## src/design/wlsf_pkg.sv

```systemverilog
// Package for the wrapped line start finder: field widths, register reset
// values, register index codes and the controller/datapath handshake structs.
// No dependencies.
package wlsf_pkg;

    // Field widths fixed by the interface.
    localparam int unsigned BYTE_W   = 8;
    localparam int unsigned POS_W    = 16;
    localparam int unsigned LINE_W   = 16;
    localparam int unsigned CFG_IDX_W  = 8;
    localparam int unsigned CFG_DATA_W = 16;

    // Default text length limit for the byte counter.
    localparam int unsigned DEF_MAX_TEXT_LENGTH = 65535;

    // Register reset values.
    localparam logic [7:0]  RST_LINE_WIDTH  = 8'd79;
    localparam logic [7:0]  RST_TAB_WIDTH   = 8'd4;
    localparam logic        RST_WORD_WRAP   = 1'b1;
    localparam logic [15:0] RST_TARGET_LINE = 16'd1;

    // Line width sanitizing limits.
    localparam logic [7:0] WIDTH_MIN  = 8'd4;
    localparam logic [7:0] WIDTH_MAX  = 8'd254;
    localparam logic [7:0] WIDTH_DFLT = 8'd79;

    // Character codes with special meaning.
    localparam logic [7:0] CH_TAB   = 8'd9;
    localparam logic [7:0] CH_LF    = 8'd10;
    localparam logic [7:0] CH_CR    = 8'd13;
    localparam logic [7:0] CH_SPACE = 8'd32;

    // Remainder unit: one quotient bit per step over the 9-bit column.
    localparam int unsigned DIV_STEPS = 9;
    localparam int unsigned DIV_CNT_W = $clog2(DIV_STEPS);

    // Configuration register indexes.
    typedef enum logic [CFG_IDX_W-1:0] {
        CFG_LINE_WIDTH  = 8'd0,
        CFG_TAB_WIDTH   = 8'd1,
        CFG_WORD_WRAP   = 8'd2,
        CFG_TARGET_LINE = 8'd3
    } t_cfg_idx;

    // Commands from the controller to the datapath.
    typedef struct packed {
        logic capture;   // latch the accepted byte and seed the remainder unit
        logic div_step;  // run one remainder step
        logic apply;     // apply the byte to the line state
        logic emit;      // load the result register and clear the text state
    } t_cmd;

    // Status from the datapath to the controller.
    typedef struct packed {
        logic is_tab;    // captured byte is a tab
        logic is_last;   // captured byte ends the text
        logic div_done;  // the final remainder step is running
        logic out_free;  // the result register can take a new result
    } t_status;

endpackage

```

## src/design/wlsf_intf.sv

```systemverilog
// Channel interfaces of the wrapped line start finder: input bytes, results
// and configuration writes. Depends on wlsf_pkg.
interface wlsf_in_if import wlsf_pkg::*; ();
    logic              valid;
    logic              ready;
    logic [BYTE_W-1:0] text_byte;
    logic              is_last;

    modport source (output valid, output text_byte, output is_last, input ready);
    modport sink   (input valid, input text_byte, input is_last, output ready);
endinterface

interface wlsf_out_if import wlsf_pkg::*; ();
    logic             valid;
    logic             ready;
    logic [POS_W-1:0] start_position;
    logic             line_found;

    modport source (output valid, output start_position, output line_found, input ready);
    modport sink   (input valid, input start_position, input line_found, output ready);
endinterface

interface wlsf_cfg_if import wlsf_pkg::*; ();
    logic                  valid;
    logic                  ready;
    logic [CFG_IDX_W-1:0]  index;
    logic [CFG_DATA_W-1:0] data;

    modport source (output valid, output index, output data, input ready);
    modport sink   (input valid, input index, input data, output ready);
endinterface

```

## src/design/wrapped_line_start_finder_top.sv

```systemverilog
// Top level of the wrapped line start finder: channel interfaces, controller
// and datapath. Depends on wlsf_pkg, wlsf_intf, wlsf_ctrl and wlsf_dp.

// Text bytes arrive one per transfer on the input channel and are laid into
// display lines of the configured width; on the byte marked last the block
// delivers one result with the 1-based start of the target line, or the text
// length with line_found low. One byte is worked at a time: an ordinary byte
// goes from capture straight to the line update, while a tab first needs the
// column modulo the tab spacing for its tab stop, from a 9-step restoring
// remainder unit, one bit per cycle. After the last byte the result register
// is loaded once it is free, and it can still hold an earlier result
// while the next byte is taken in. Configuration writes are accepted in any
// cycle and must only be made while no text byte is being worked.
module wrapped_line_start_finder_top import wlsf_pkg::*; #(
    parameter int unsigned MAX_TEXT_LENGTH = DEF_MAX_TEXT_LENGTH
) (
    input  logic        i_clk,
    input  logic        i_rst_n,
    wlsf_cfg_if.sink    i_cfg,
    wlsf_in_if.sink     i_in,
    wlsf_out_if.source  o_out
);

    t_cmd    cmd;
    t_status status;

    wlsf_ctrl u_ctrl (
        .i_clk      (i_clk),
        .i_rst_n    (i_rst_n),
        .i_in_valid (i_in.valid),
        .o_in_ready (i_in.ready),
        .i_status   (status),
        .o_cmd      (cmd)
    );

    wlsf_dp #(
        .MAX_TEXT_LENGTH (MAX_TEXT_LENGTH)
    ) u_dp (
        .i_clk            (i_clk),
        .i_rst_n          (i_rst_n),
        .i_cfg_valid      (i_cfg.valid),
        .o_cfg_ready      (i_cfg.ready),
        .i_cfg_index      (i_cfg.index),
        .i_cfg_data       (i_cfg.data),
        .i_text_byte      (i_in.text_byte),
        .i_is_last        (i_in.is_last),
        .o_out_valid      (o_out.valid),
        .i_out_ready      (o_out.ready),
        .o_start_position (o_out.start_position),
        .o_line_found     (o_out.line_found),
        .i_cmd            (cmd),
        .o_status         (status)
    );

endmodule

```

## src/design/wlsf_ctrl.sv

```systemverilog
// Controller of the wrapped line start finder: sequences capture, remainder
// steps, line update and result hand-off. Depends on wlsf_pkg.
module wlsf_ctrl import wlsf_pkg::*; (
    input  logic    i_clk,
    input  logic    i_rst_n,
    input  logic    i_in_valid,
    output logic    o_in_ready,
    input  t_status i_status,
    output t_cmd    o_cmd
);

    typedef enum logic [3:0] {
        S_IDLE = 4'b0001,
        S_DIV  = 4'b0010,
        S_STEP = 4'b0100,
        S_WAIT = 4'b1000
    } t_state;

    t_state r_state;
    t_state n_state;
    logic   in_xfer;

    assign o_in_ready = (r_state == S_IDLE);
    assign in_xfer    = i_in_valid && o_in_ready;

    // Next state and command decode.
    always_comb begin
        n_state = r_state;
        o_cmd   = '0;
        unique case (r_state)
            S_IDLE: begin
                if (in_xfer) begin
                    o_cmd.capture = 1'b1;
                    n_state       = S_DIV;
                end
            end
            S_DIV: begin
                // Non-tab bytes skip the remainder unit.
                if (!i_status.is_tab) begin
                    n_state = S_STEP;
                end else begin
                    o_cmd.div_step = 1'b1;
                    if (i_status.div_done) begin
                        n_state = S_STEP;
                    end
                end
            end
            S_STEP: begin
                o_cmd.apply = 1'b1;
                n_state     = i_status.is_last ? S_WAIT : S_IDLE;
            end
            S_WAIT: begin
                if (i_status.out_free) begin
                    o_cmd.emit = 1'b1;
                    n_state    = S_IDLE;
                end
            end
            default: begin
                n_state = S_IDLE;
            end
        endcase
    end

    // State register.
    always_ff @(posedge i_clk) begin
        if (!i_rst_n) begin
            r_state <= S_IDLE;
        end else begin
            r_state <= n_state;
        end
    end

`ifndef NO_ASSERTIONS
    // The line update follows the last remainder step directly.
    a_div_to_step: assert property (@(posedge i_clk) disable iff (!i_rst_n)
        (r_state == S_DIV && i_status.is_tab && i_status.div_done) |=> (r_state == S_STEP))
        else $error("remainder unit did not hand over to the line update");

    // A result is only loaded when the result register is free.
    a_emit_free: assert property (@(posedge i_clk) disable iff (!i_rst_n)
        o_cmd.emit |-> i_status.out_free)
        else $error("result loaded while previous result still pending");
`endif

endmodule

```

## src/design/wlsf_dp.sv

```systemverilog
// Datapath of the wrapped line start finder: configuration registers, the
// column remainder unit, the line state and the result register.
// Depends on wlsf_pkg.
module wlsf_dp import wlsf_pkg::*; #(
    parameter int unsigned MAX_TEXT_LENGTH = DEF_MAX_TEXT_LENGTH
) (
    input  logic                  i_clk,
    input  logic                  i_rst_n,
    // Configuration writes.
    input  logic                  i_cfg_valid,
    output logic                  o_cfg_ready,
    input  logic [CFG_IDX_W-1:0]  i_cfg_index,
    input  logic [CFG_DATA_W-1:0] i_cfg_data,
    // Input byte.
    input  logic [BYTE_W-1:0]     i_text_byte,
    input  logic                  i_is_last,
    // Result channel.
    output logic                  o_out_valid,
    input  logic                  i_out_ready,
    output logic [POS_W-1:0]      o_start_position,
    output logic                  o_line_found,
    // Controller link.
    input  t_cmd                  i_cmd,
    output t_status               o_status
);

    localparam int unsigned BW = $clog2(MAX_TEXT_LENGTH + 1);
    localparam int unsigned PW = (BW + 1 > POS_W) ? BW + 1 : POS_W + 1;
    localparam logic [BW-1:0]   BC_MAX   = BW'(MAX_TEXT_LENGTH);
    localparam logic [PW-1:0]   POS_SAT  = PW'({POS_W{1'b1}});
    localparam logic [LINE_W-1:0] LC_MAX = {LINE_W{1'b1}};

    // Configuration registers.
    logic [7:0]        r_line_width;
    logic [7:0]        r_tab_width;
    logic              r_word_wrap;
    logic [LINE_W-1:0] r_target_line;

    // Captured byte.
    logic [BYTE_W-1:0] r_byte;
    logic              r_last;

    // Remainder unit.
    logic [7:0]           r_rem;
    logic [8:0]           r_dvd;
    logic [DIV_CNT_W-1:0] r_div_cnt;

    // Line state. The column can sit past the width after a carried-over wrap.
    logic [8:0]        r_column;
    logic [7:0]        r_last_space;
    logic [LINE_W-1:0] r_line_count;
    logic [BW-1:0]     r_byte_count;
    logic              r_found;
    logic [POS_W-1:0]  r_found_pos;

    // Result register.
    logic             r_out_valid;
    logic [POS_W-1:0] r_out_pos;
    logic             r_out_found;

    // Combinational values.
    logic [7:0]        w_eff;
    logic [7:0]        t_eff;
    logic [8:0]        rem_shift;
    logic              rem_ge;
    logic [9:0]        col1;
    logic [9:0]        ls1;
    logic              wrap;
    logic [9:0]        col2;
    logic              lstart;
    logic              first_hit;
    logic              found0;
    logic [BW-1:0]     bc1;
    logic [LINE_W-1:0] lc1;
    logic              line_hit;
    logic [PW-1:0]     pos_next;
    logic [PW-1:0]     pos_diff;
    logic [PW-1:0]     bc_ext;

    assign o_cfg_ready = 1'b1;

    // Sanitized width and tab spacing.
    always_comb begin
        w_eff = r_line_width;
        if (r_line_width < WIDTH_MIN || r_line_width > WIDTH_MAX) begin
            w_eff = WIDTH_DFLT;
        end
        t_eff = (r_tab_width == 8'd0) ? 8'd1 : r_tab_width;
        if (t_eff > w_eff) begin
            t_eff = w_eff - 8'd1;
        end
    end

    // Configuration register writes.
    always_ff @(posedge i_clk) begin
        if (!i_rst_n) begin
            r_line_width  <= RST_LINE_WIDTH;
            r_tab_width   <= RST_TAB_WIDTH;
            r_word_wrap   <= RST_WORD_WRAP;
            r_target_line <= RST_TARGET_LINE;
        end else if (i_cfg_valid && o_cfg_ready) begin
            unique case (i_cfg_index)
                CFG_LINE_WIDTH:  r_line_width  <= i_cfg_data[7:0];
                CFG_TAB_WIDTH:   r_tab_width   <= i_cfg_data[7:0];
                CFG_WORD_WRAP:   r_word_wrap   <= i_cfg_data[0];
                CFG_TARGET_LINE: r_target_line <= i_cfg_data[LINE_W-1:0];
                default: ;
            endcase
        end
    end

    // One restoring step of column modulo tab spacing.
    assign rem_shift = {r_rem, r_dvd[8]};
    assign rem_ge    = (rem_shift >= {1'b0, t_eff});

    // Capture register and remainder unit.
    always_ff @(posedge i_clk) begin
        if (i_cmd.capture) begin
            r_byte    <= i_text_byte;
            r_last    <= i_is_last;
            r_rem     <= 8'd0;
            r_dvd     <= r_column;
            r_div_cnt <= '0;
        end else if (i_cmd.div_step) begin
            r_rem     <= rem_ge ? 8'(rem_shift - {1'b0, t_eff}) : rem_shift[7:0];
            r_dvd     <= {r_dvd[7:0], 1'b0};
            r_div_cnt <= r_div_cnt + DIV_CNT_W'(1);
        end
    end

    // Column and line update for the captured byte.
    always_comb begin
        col1   = {1'b0, r_column};
        ls1    = {2'b0, r_last_space};
        lstart = 1'b0;
        case (r_byte)
            CH_TAB: begin
                col1 = {1'b0, r_column} - {2'b0, r_rem} + {2'b0, t_eff};
            end
            CH_LF: begin
                col1   = 10'd0;
                ls1    = 10'd0;
                lstart = 1'b1;
            end
            CH_CR: begin
                col1 = {1'b0, r_column};
            end
            CH_SPACE: begin
                col1 = {1'b0, r_column} + 10'd1;
                ls1  = col1;
            end
            default: begin
                col1 = {1'b0, r_column} + 10'd1;
            end
        endcase

        // Wrap when the column runs past the width.
        wrap = (col1 > {2'b0, w_eff});
        col2 = col1;
        if (wrap) begin
            col2   = (r_word_wrap && ls1 != 10'd0) ? col1 - ls1 : 10'd1;
            ls1    = 10'd0;
            lstart = 1'b1;
        end

        // Target line one begins with the first byte.
        first_hit = (r_byte_count == '0) && !r_found && (r_target_line == LINE_W'(1));
        found0    = r_found || first_hit;

        bc1 = (r_byte_count < BC_MAX) ? r_byte_count + BW'(1) : r_byte_count;
        lc1 = r_line_count;
        if (lstart && r_line_count < LC_MAX) begin
            lc1 = r_line_count + LINE_W'(1);
        end
        line_hit = lstart && !found0 && (lc1 == r_target_line);

        // Start of the new line, clamped at 1 and saturated to the field.
        pos_next = PW'(bc1) + PW'(1);
        pos_diff = (pos_next > PW'(col2)) ? pos_next - PW'(col2) : PW'(1);
        if (pos_diff > POS_SAT) begin
            pos_diff = POS_SAT;
        end
        bc_ext = PW'(r_byte_count);
        if (bc_ext > POS_SAT) begin
            bc_ext = POS_SAT;
        end
    end

    // Line state registers.
    always_ff @(posedge i_clk) begin
        if (!i_rst_n || i_cmd.emit) begin
            r_column     <= 9'd0;
            r_last_space <= 8'd0;
            r_line_count <= LINE_W'(1);
            r_byte_count <= '0;
            r_found      <= 1'b0;
            r_found_pos  <= '0;
        end else if (i_cmd.apply) begin
            r_column     <= col2[8:0];
            r_last_space <= ls1[7:0];
            r_line_count <= lc1;
            r_byte_count <= bc1;
            r_found      <= found0 || line_hit;
            if (first_hit) begin
                r_found_pos <= POS_W'(1);
            end else if (line_hit) begin
                r_found_pos <= pos_diff[POS_W-1:0];
            end
        end
    end

    // Result register.
    always_ff @(posedge i_clk) begin
        if (!i_rst_n) begin
            r_out_valid <= 1'b0;
        end else if (i_cmd.emit) begin
            r_out_valid <= 1'b1;
        end else if (i_out_ready) begin
            r_out_valid <= 1'b0;
        end
    end

    always_ff @(posedge i_clk) begin
        if (i_cmd.emit) begin
            r_out_pos   <= r_found ? r_found_pos : bc_ext[POS_W-1:0];
            r_out_found <= r_found;
        end
    end

    assign o_out_valid      = r_out_valid;
    assign o_start_position = r_out_pos;
    assign o_line_found     = r_out_found;

    assign o_status.is_tab   = (r_byte == CH_TAB);
    assign o_status.is_last  = r_last;
    assign o_status.div_done = (r_div_cnt == DIV_CNT_W'(DIV_STEPS - 1));
    assign o_status.out_free = !r_out_valid || i_out_ready;

`ifndef NO_ASSERTIONS
    // A latched start position is always a valid 1-based position.
    a_found_pos: assert property (@(posedge i_clk) disable iff (!i_rst_n)
        r_found |-> (r_found_pos != '0))
        else $error("latched start position is zero");

    // Handing off a result restarts the text.
    a_emit_clear: assert property (@(posedge i_clk) disable iff (!i_rst_n)
        i_cmd.emit |=> (r_byte_count == '0 && r_line_count == LINE_W'(1) && !r_found))
        else $error("text state not cleared after result");

    // The tab remainder is below the tab spacing when it is used.
    a_rem_range: assert property (@(posedge i_clk) disable iff (!i_rst_n)
        (i_cmd.apply && r_byte == CH_TAB) |-> (r_rem < t_eff))
        else $error("tab remainder out of range");
`endif

endmodule

```

## src/flat_wrapper.sv

```systemverilog
// flat-port wrapper written by rule: the top's interface ports become plain ports
module wrapped_line_start_finder_top_flat import wlsf_pkg::*;
#(
    parameter int unsigned MAX_TEXT_LENGTH = DEF_MAX_TEXT_LENGTH
)
  (i_clk, i_rst_n, i_cfg_valid, i_cfg_index, i_cfg_data, i_cfg_ready, i_in_valid, i_in_text_byte, i_in_is_last, i_in_ready, o_out_valid, o_out_start_position, o_out_line_found, o_out_ready);
  wlsf_cfg_if i_cfg_i ();
  wlsf_in_if i_in_i ();
  wlsf_out_if o_out_i ();
  input  logic i_clk;
  input  logic i_rst_n;
  input wire logic [$bits(i_cfg_i.valid)-1:0] i_cfg_valid;
  input wire logic [$bits(i_cfg_i.index)-1:0] i_cfg_index;
  input wire logic [$bits(i_cfg_i.data)-1:0] i_cfg_data;
  output wire logic [$bits(i_cfg_i.ready)-1:0] i_cfg_ready;
  input wire logic [$bits(i_in_i.valid)-1:0] i_in_valid;
  input wire logic [$bits(i_in_i.text_byte)-1:0] i_in_text_byte;
  input wire logic [$bits(i_in_i.is_last)-1:0] i_in_is_last;
  output wire logic [$bits(i_in_i.ready)-1:0] i_in_ready;
  output wire logic [$bits(o_out_i.valid)-1:0] o_out_valid;
  output wire logic [$bits(o_out_i.start_position)-1:0] o_out_start_position;
  output wire logic [$bits(o_out_i.line_found)-1:0] o_out_line_found;
  input wire logic [$bits(o_out_i.ready)-1:0] o_out_ready;
  assign i_cfg_i.valid = i_cfg_valid;
  assign i_cfg_i.index = i_cfg_index;
  assign i_cfg_i.data = i_cfg_data;
  assign i_cfg_ready = i_cfg_i.ready;
  assign i_in_i.valid = i_in_valid;
  assign i_in_i.text_byte = i_in_text_byte;
  assign i_in_i.is_last = i_in_is_last;
  assign i_in_ready = i_in_i.ready;
  assign o_out_valid = o_out_i.valid;
  assign o_out_start_position = o_out_i.start_position;
  assign o_out_line_found = o_out_i.line_found;
  assign o_out_i.ready = o_out_ready;
  wrapped_line_start_finder_top #(.MAX_TEXT_LENGTH(MAX_TEXT_LENGTH)) u_core (.i_clk(i_clk), .i_rst_n(i_rst_n), .i_cfg(i_cfg_i), .i_in(i_in_i), .o_out(o_out_i));
endmodule
```

## config.mk

```make
export PLATFORM = sky130hd
export DESIGN_NAME = wrapped_line_start_finder_top_flat
export DESIGN_NICKNAME = d
export VERILOG_FILES = /design/src/design/wlsf_pkg.sv /design/src/design/wlsf_intf.sv /design/src/design/wrapped_line_start_finder_top.sv /design/src/design/wlsf_ctrl.sv /design/src/design/wlsf_dp.sv /design/src/flat_wrapper.sv
export SDC_FILE = /design/constraint.sdc
export NUM_CORES = 1
export LEC_CHECK = 0
export ABC_AREA = 1
export BUFFER_PORTS_ARGS = -buffer_cell sky130_fd_sc_hd__clkbuf_2
export CORE_AREA = 2 2 143 145
export DETAILED_ROUTE_END_ITERATION = 16
export DIE_AREA = 0 0 145 147
export PLACE_DENSITY_LB_ADDON = 0.08
export SETUP_SLACK_MARGIN = 0.5
export SLEW_MARGIN = 20
export SYNTH_ARGS = -nofsm -noshare
export SYNTH_HDL_FRONTEND = slang
export SYNTH_SLANG_ARGS = --single-unit
```

## constraint.sdc

```tcl
create_clock -name i_clk -period 7.8 [get_ports i_clk]
set_input_delay 1.56 -clock i_clk [delete_from_list [all_inputs] [get_ports i_clk]]
set_output_delay 1.56 -clock i_clk [all_outputs]
set_load 0.05 [all_outputs]
```

==> results.txt <==
For the pin with the worst max-slew slack, the measured transition is 952 ps. The core region is 19800 um^2. The kind of cell with the highest combined delay along the critical path is compound AO/OA/AOI/OAI gates. Entering global routing, the biggest net connects 55 pins. The first-pass iteration count of the detailed router is 5, and the net total in the final layout is 1841. The logs give 0 for the setup-violating endpoint count in the final report and 6.20 nW for the total leakage power. Among all flip-flop cells after synthesis, the most frequent one is sky130_fd_sc_hd__dfxtp_1. The share of Yosys cell area claimed by the top area cell type was 0.209.

No sink is reached through more buffers than the 2 on the longest clock path. The worst setup path startpoint was u_core.u_dp.r_line_width[5]. The average instance area after synthesis is 6.85 um^2, and the detailed-routed wire length on met2 is 14900 um. Combined flip-flop and latch cell area: 3380 um^2.

After synthesis the netlist holds a flip-flop and latch count of 151. The synthesized design contains 35 enable-type register cells. The netlist uses 57 different library cells. The cell-internal power was 0.00145 W.

The most numerous cell type found on the critical path is sky130_fd_sc_hd__buf_4. Counting both buffers and inverters, the worst setup path holds a total of 10. The remaining global-route overflow was 0. For the combinational cell fraction of total power, the log shows 0.154. The number of antenna diodes is 0.

The final hold violation count is 0, and the max-slew violation count is 0. Power spread over the standard cell area amounts to 151 nW/um^2. The worst hold path begins at u_core.u_dp.r_found_pos[13]. The library cells used most frequently in the layout, excluding fill and tap cells, are 340 x sky130_fd_sc_hd__nand2_1, 218 x sky130_fd_sc_hd__inv_1, 121 x sky130_fd_sc_hd__a21oi_1, 110 x sky130_fd_sc_hd__o21ai_0, 110 x sky130_fd_sc_hd__dfxtp_1. The average detailed-routed wire length per instance is 16.3 um, and the total detailed-routing wirelength is 32700 um. The area growth from synthesis to layout is 20.8%.

Across all layers, the routed design uses 11300 vias. Once detailed placement completed, the half-perimeter wirelength came to 22900 um. For the area of the multi-input gates, the log shows 7260 um^2. The logs give 0.303 for the portion of the post-synthesis area used by sequential elements and 21300 um^2 for the total die area. The run gives 0.365 as the relative slew slack. STA classifies the critical path startpoint as a register.

For this run, the slowest stage of the critical path takes 580 ps. In the routed layout, each cell is associated on average with a via count of 5.61. By area the synthesized netlist is led by sky130_fd_sc_hd__dfxtp_1 21%, sky130_fd_sc_hd__nand2_1 12%, sky130_fd_sc_hd__edfxtp_1 9.4%. In the final routing, the length of wire on met1 measures 14800 um. From bottom edge to top edge, the die measures 147 um.

The startpoint-to-endpoint class of the critical path is reg -> reg. The final core utilization was 0.677; the net count of the mapped netlist was 1736. The initialized floorplan defines 52 standard-cell rows. The number of buffers inserted for hold repair after clock tree synthesis is 0, and the period utilization is 0.980. STA classifies the critical path endpoint as a register. The tools report the power share of the sequential group as 0.410. The library cell used most frequently in the layout, excluding fill and tap cells, is sky130_fd_sc_hd__nand2_1.

The arrival time at the worst endpoint was 7940 ps. Worst clock skew: 12.4 ps. For the overall global routing resource usage, the log shows 0.295. The power share of the clock group was 0.436. Setup repair after global routing could not meet its margin everywhere.

The tools report the launch instance of the worst register-to-register path as u_core.u_dp.r_line_width[5]. The count of mapped cells out of synthesis came out at 1626. The clock-pin slew reported for the worst setup and hold paths after clock tree synthesis came out at 70 ps. The warning count from the yosys run is 0.

The tools report the wire length on met3 as 2110 um. The slowest stage of the critical path belongs to the cell sky130_fd_sc_hd__fa_1. The largest fanout on the critical path came out at 6. For this run, the top clock speed supported by timing is 0.131 GHz. The number of global-route vias before repair is 10400, and the count of fill cells added during filler insertion is 1716.

The clock reaches the later pin of the worst-skew pair after 440 ps. Across the VDD grid, the largest voltage drop is 0.000154 V. In this run the power spent charging and discharging nets is 0.000585 W.

For the initial core utilization, the log shows 0.561. The switching share of power came out at 0.288. The biggest area contributor in the post-synthesis netlist is sky130_fd_sc_hd__dfxtp_1.

The detailed router finished its first iteration with 1133 violations. The run gives 0 as the number of design rule violations left after detail routing. The congestion estimate from routability-driven global placement came to 0.953. The number of antenna violations at the first check in global routing was 0; the count of boundary I/O pins was 58.

After synthesis the cells add up to 11100 um^2. The die extent in x is 145 um, and the count of max-cap constraint violations is 0. The total chip power came out at 0.00203 W.

The cell sitting at the root of the clock tree is a sky130_fd_sc_hd__clkbuf_16. The H-tree generated during clock tree synthesis spans 4 levels. The first global-routing pass estimated 51200 um of wire. Fraction of layout instances using a drive strength above 1: 0.213.

The path category of the worst min-delay check is reg -> reg. The fraction of registers with async set/reset is 0. The worst path needs 7640 ps of the cycle, external delays included. The run finished with clean final reports.

TritonCTS built the clock tree. The number of clock sinks is 151, and the data required time at the worst endpoint is 8100 ps. The number of clock buffers inserted by TritonCTS was 17. The number of I/O port buffers is 56, and the remaining antenna violation count is 0. The detailed router used layers up to and including met4.
[timing repair]
action | 4_1_cts | 5_1_grt
pin swaps | 37 | 86
setup endpoints to repair | 17 | 17
gates cloned | 5 | 0
setup buffers | 25 | 22
gates resized for setup | 79 | 108
[flip-flops by register name (all words and copies together) (netlist names), 4 cells and up]
register / cells
u_core.u_ctrl.r_state: 4
u_core.u_dp.o_start_position: 16
u_core.u_dp.r_byte: 8
u_core.u_dp.r_byte_count: 16
u_core.u_dp.r_column: 9
u_core.u_dp.r_div_cnt: 4
u_core.u_dp.r_dvd: 9
u_core.u_dp.r_found_pos: 16
u_core.u_dp.r_last_space: 8
u_core.u_dp.r_line_count: 16
u_core.u_dp.r_line_width: 8
u_core.u_dp.r_rem: 8
u_core.u_dp.r_tab_width: 8
u_core.u_dp.r_target_line: 16
[power groups by stage]
stage,combinational (W),sequential [W],clock [W]
detailed placement,0.000247,0.000851,0
CTS,0.000272,0.000833,0.000888
finish,0.000312,0.000833,0.000886
floorplan,0.000178,0.000857,0
global route,0.000341,0.000836,0.000917
global placement,0.000245,0.000850,0
[worst paths after layout]
path	endpoint	slack (ps)	cells after the start
worst min register to register	u_core.u_dp.r_found_pos[13]	470	2
worst max register to register	u_core.u_dp.r_found_pos[10]	160	47
worst min-delay path	u_core.u_dp.r_found_pos[13]	470	2
worst max-delay path	u_core.u_dp.r_found_pos[10]	160	47
[area by class of cell]
| class | instances | share of cell area |
|---|---|---|
| Tap cell | 270 | 0.0251 |
| Clock inverter | 12 | 0.0101 |
| Inverter | 252 | 0.0712 |
| Timing Repair inverter | 1 | 0.000559 |
| Timing Repair Buffer | 134 | 0.0658 |
| Clock buffer | 20 | 0.0357 |
| Sequential cell | 151 | 0.252 |
| Multi-Input combinational cell | 1174 | 0.540 |
[stage by stage]
step / hold WS (ps) / worst slack [ps] / cell area (um^2) / setup TNS (ps) / std cells
2_1_floorplan: 406 / 507 / 11200 / 0 / 1626
3_3_place_gp: 451 / 71.5 / 11700 / 0 / 1930
3_5_place_dp: 455 / -88.5 / 11700 / -980 / 1930
4_1_cts: 465 / 492 / 12800 / 0 / 1992
5_1_grt: 481 / -220 / 13400 / -2910 / 2014
6_report: 466 / 155 / 13400 / 0 / 2014
[cell families after synthesis]
kind of cell               after synthesis  synth area share
adders and majority gates               72            0.0884
other                                    1          0.000337
DFF                                    151             0.303
xor gates and xnor gates                56            0.0447
buffers and inverters                  305             0.109
muxes                                    1          0.000899
and+or+nand+nor                        737             0.306
AOI/OAI and AO/OA                      303             0.148
[cells in the mapped netlist, types with 4 or more instances]
cell type,instances
sky130_fd_sc_hd__a21oi_1,133
sky130_fd_sc_hd__inv_1,235
sky130_fd_sc_hd__nor2_2,7
sky130_fd_sc_hd__o211ai_1,16
sky130_fd_sc_hd__nand3_2,5
sky130_fd_sc_hd__nor2_1,107
sky130_fd_sc_hd__nand2_2,16
sky130_fd_sc_hd__nand3_1,125
sky130_fd_sc_hd__or2_2,6
sky130_fd_sc_hd__fa_1,11
sky130_fd_sc_hd__nand3b_1,4
sky130_fd_sc_hd__edfxtp_1,35
sky130_fd_sc_hd__nor4_1,10
sky130_fd_sc_hd__dfxtp_1,116
sky130_fd_sc_hd__nand2_1,368
sky130_fd_sc_hd__xor2_1,40
sky130_fd_sc_hd__xnor2_1,15
sky130_fd_sc_hd__inv_2,8
sky130_fd_sc_hd__o21ai_0,125
sky130_fd_sc_hd__ha_1,61
sky130_fd_sc_hd__clkinv_1,9
sky130_fd_sc_hd__buf_2,4
sky130_fd_sc_hd__nor2_4,6
sky130_fd_sc_hd__nand4_1,39
sky130_fd_sc_hd__nand2_4,5
sky130_fd_sc_hd__o221ai_1,4
sky130_fd_sc_hd__nor3_1,23
sky130_fd_sc_hd__clkbuf_1,40
sky130_fd_sc_hd__buf_6,6
[per-layer routing]
metal,global-route usage,vias up
met4,0.104,0
met3,0.0425,85
met5,0,-
met2,0.470,421
met1,0.411,5227
li1,-,5575
[worst reg2reg max path: cells and delay by family (launching register included)]
kind                       cells  cell delay [ps]
and+or+nand+nor               16             1880
xor gates and xnor gates       2              400
AOI/OAI and AO/OA             14             1960
adders and majority gates      5             1800
DFF                            1              320
buffers and inverters         10             1140
No activity file was read; power rests on OpenSTA's default activity.
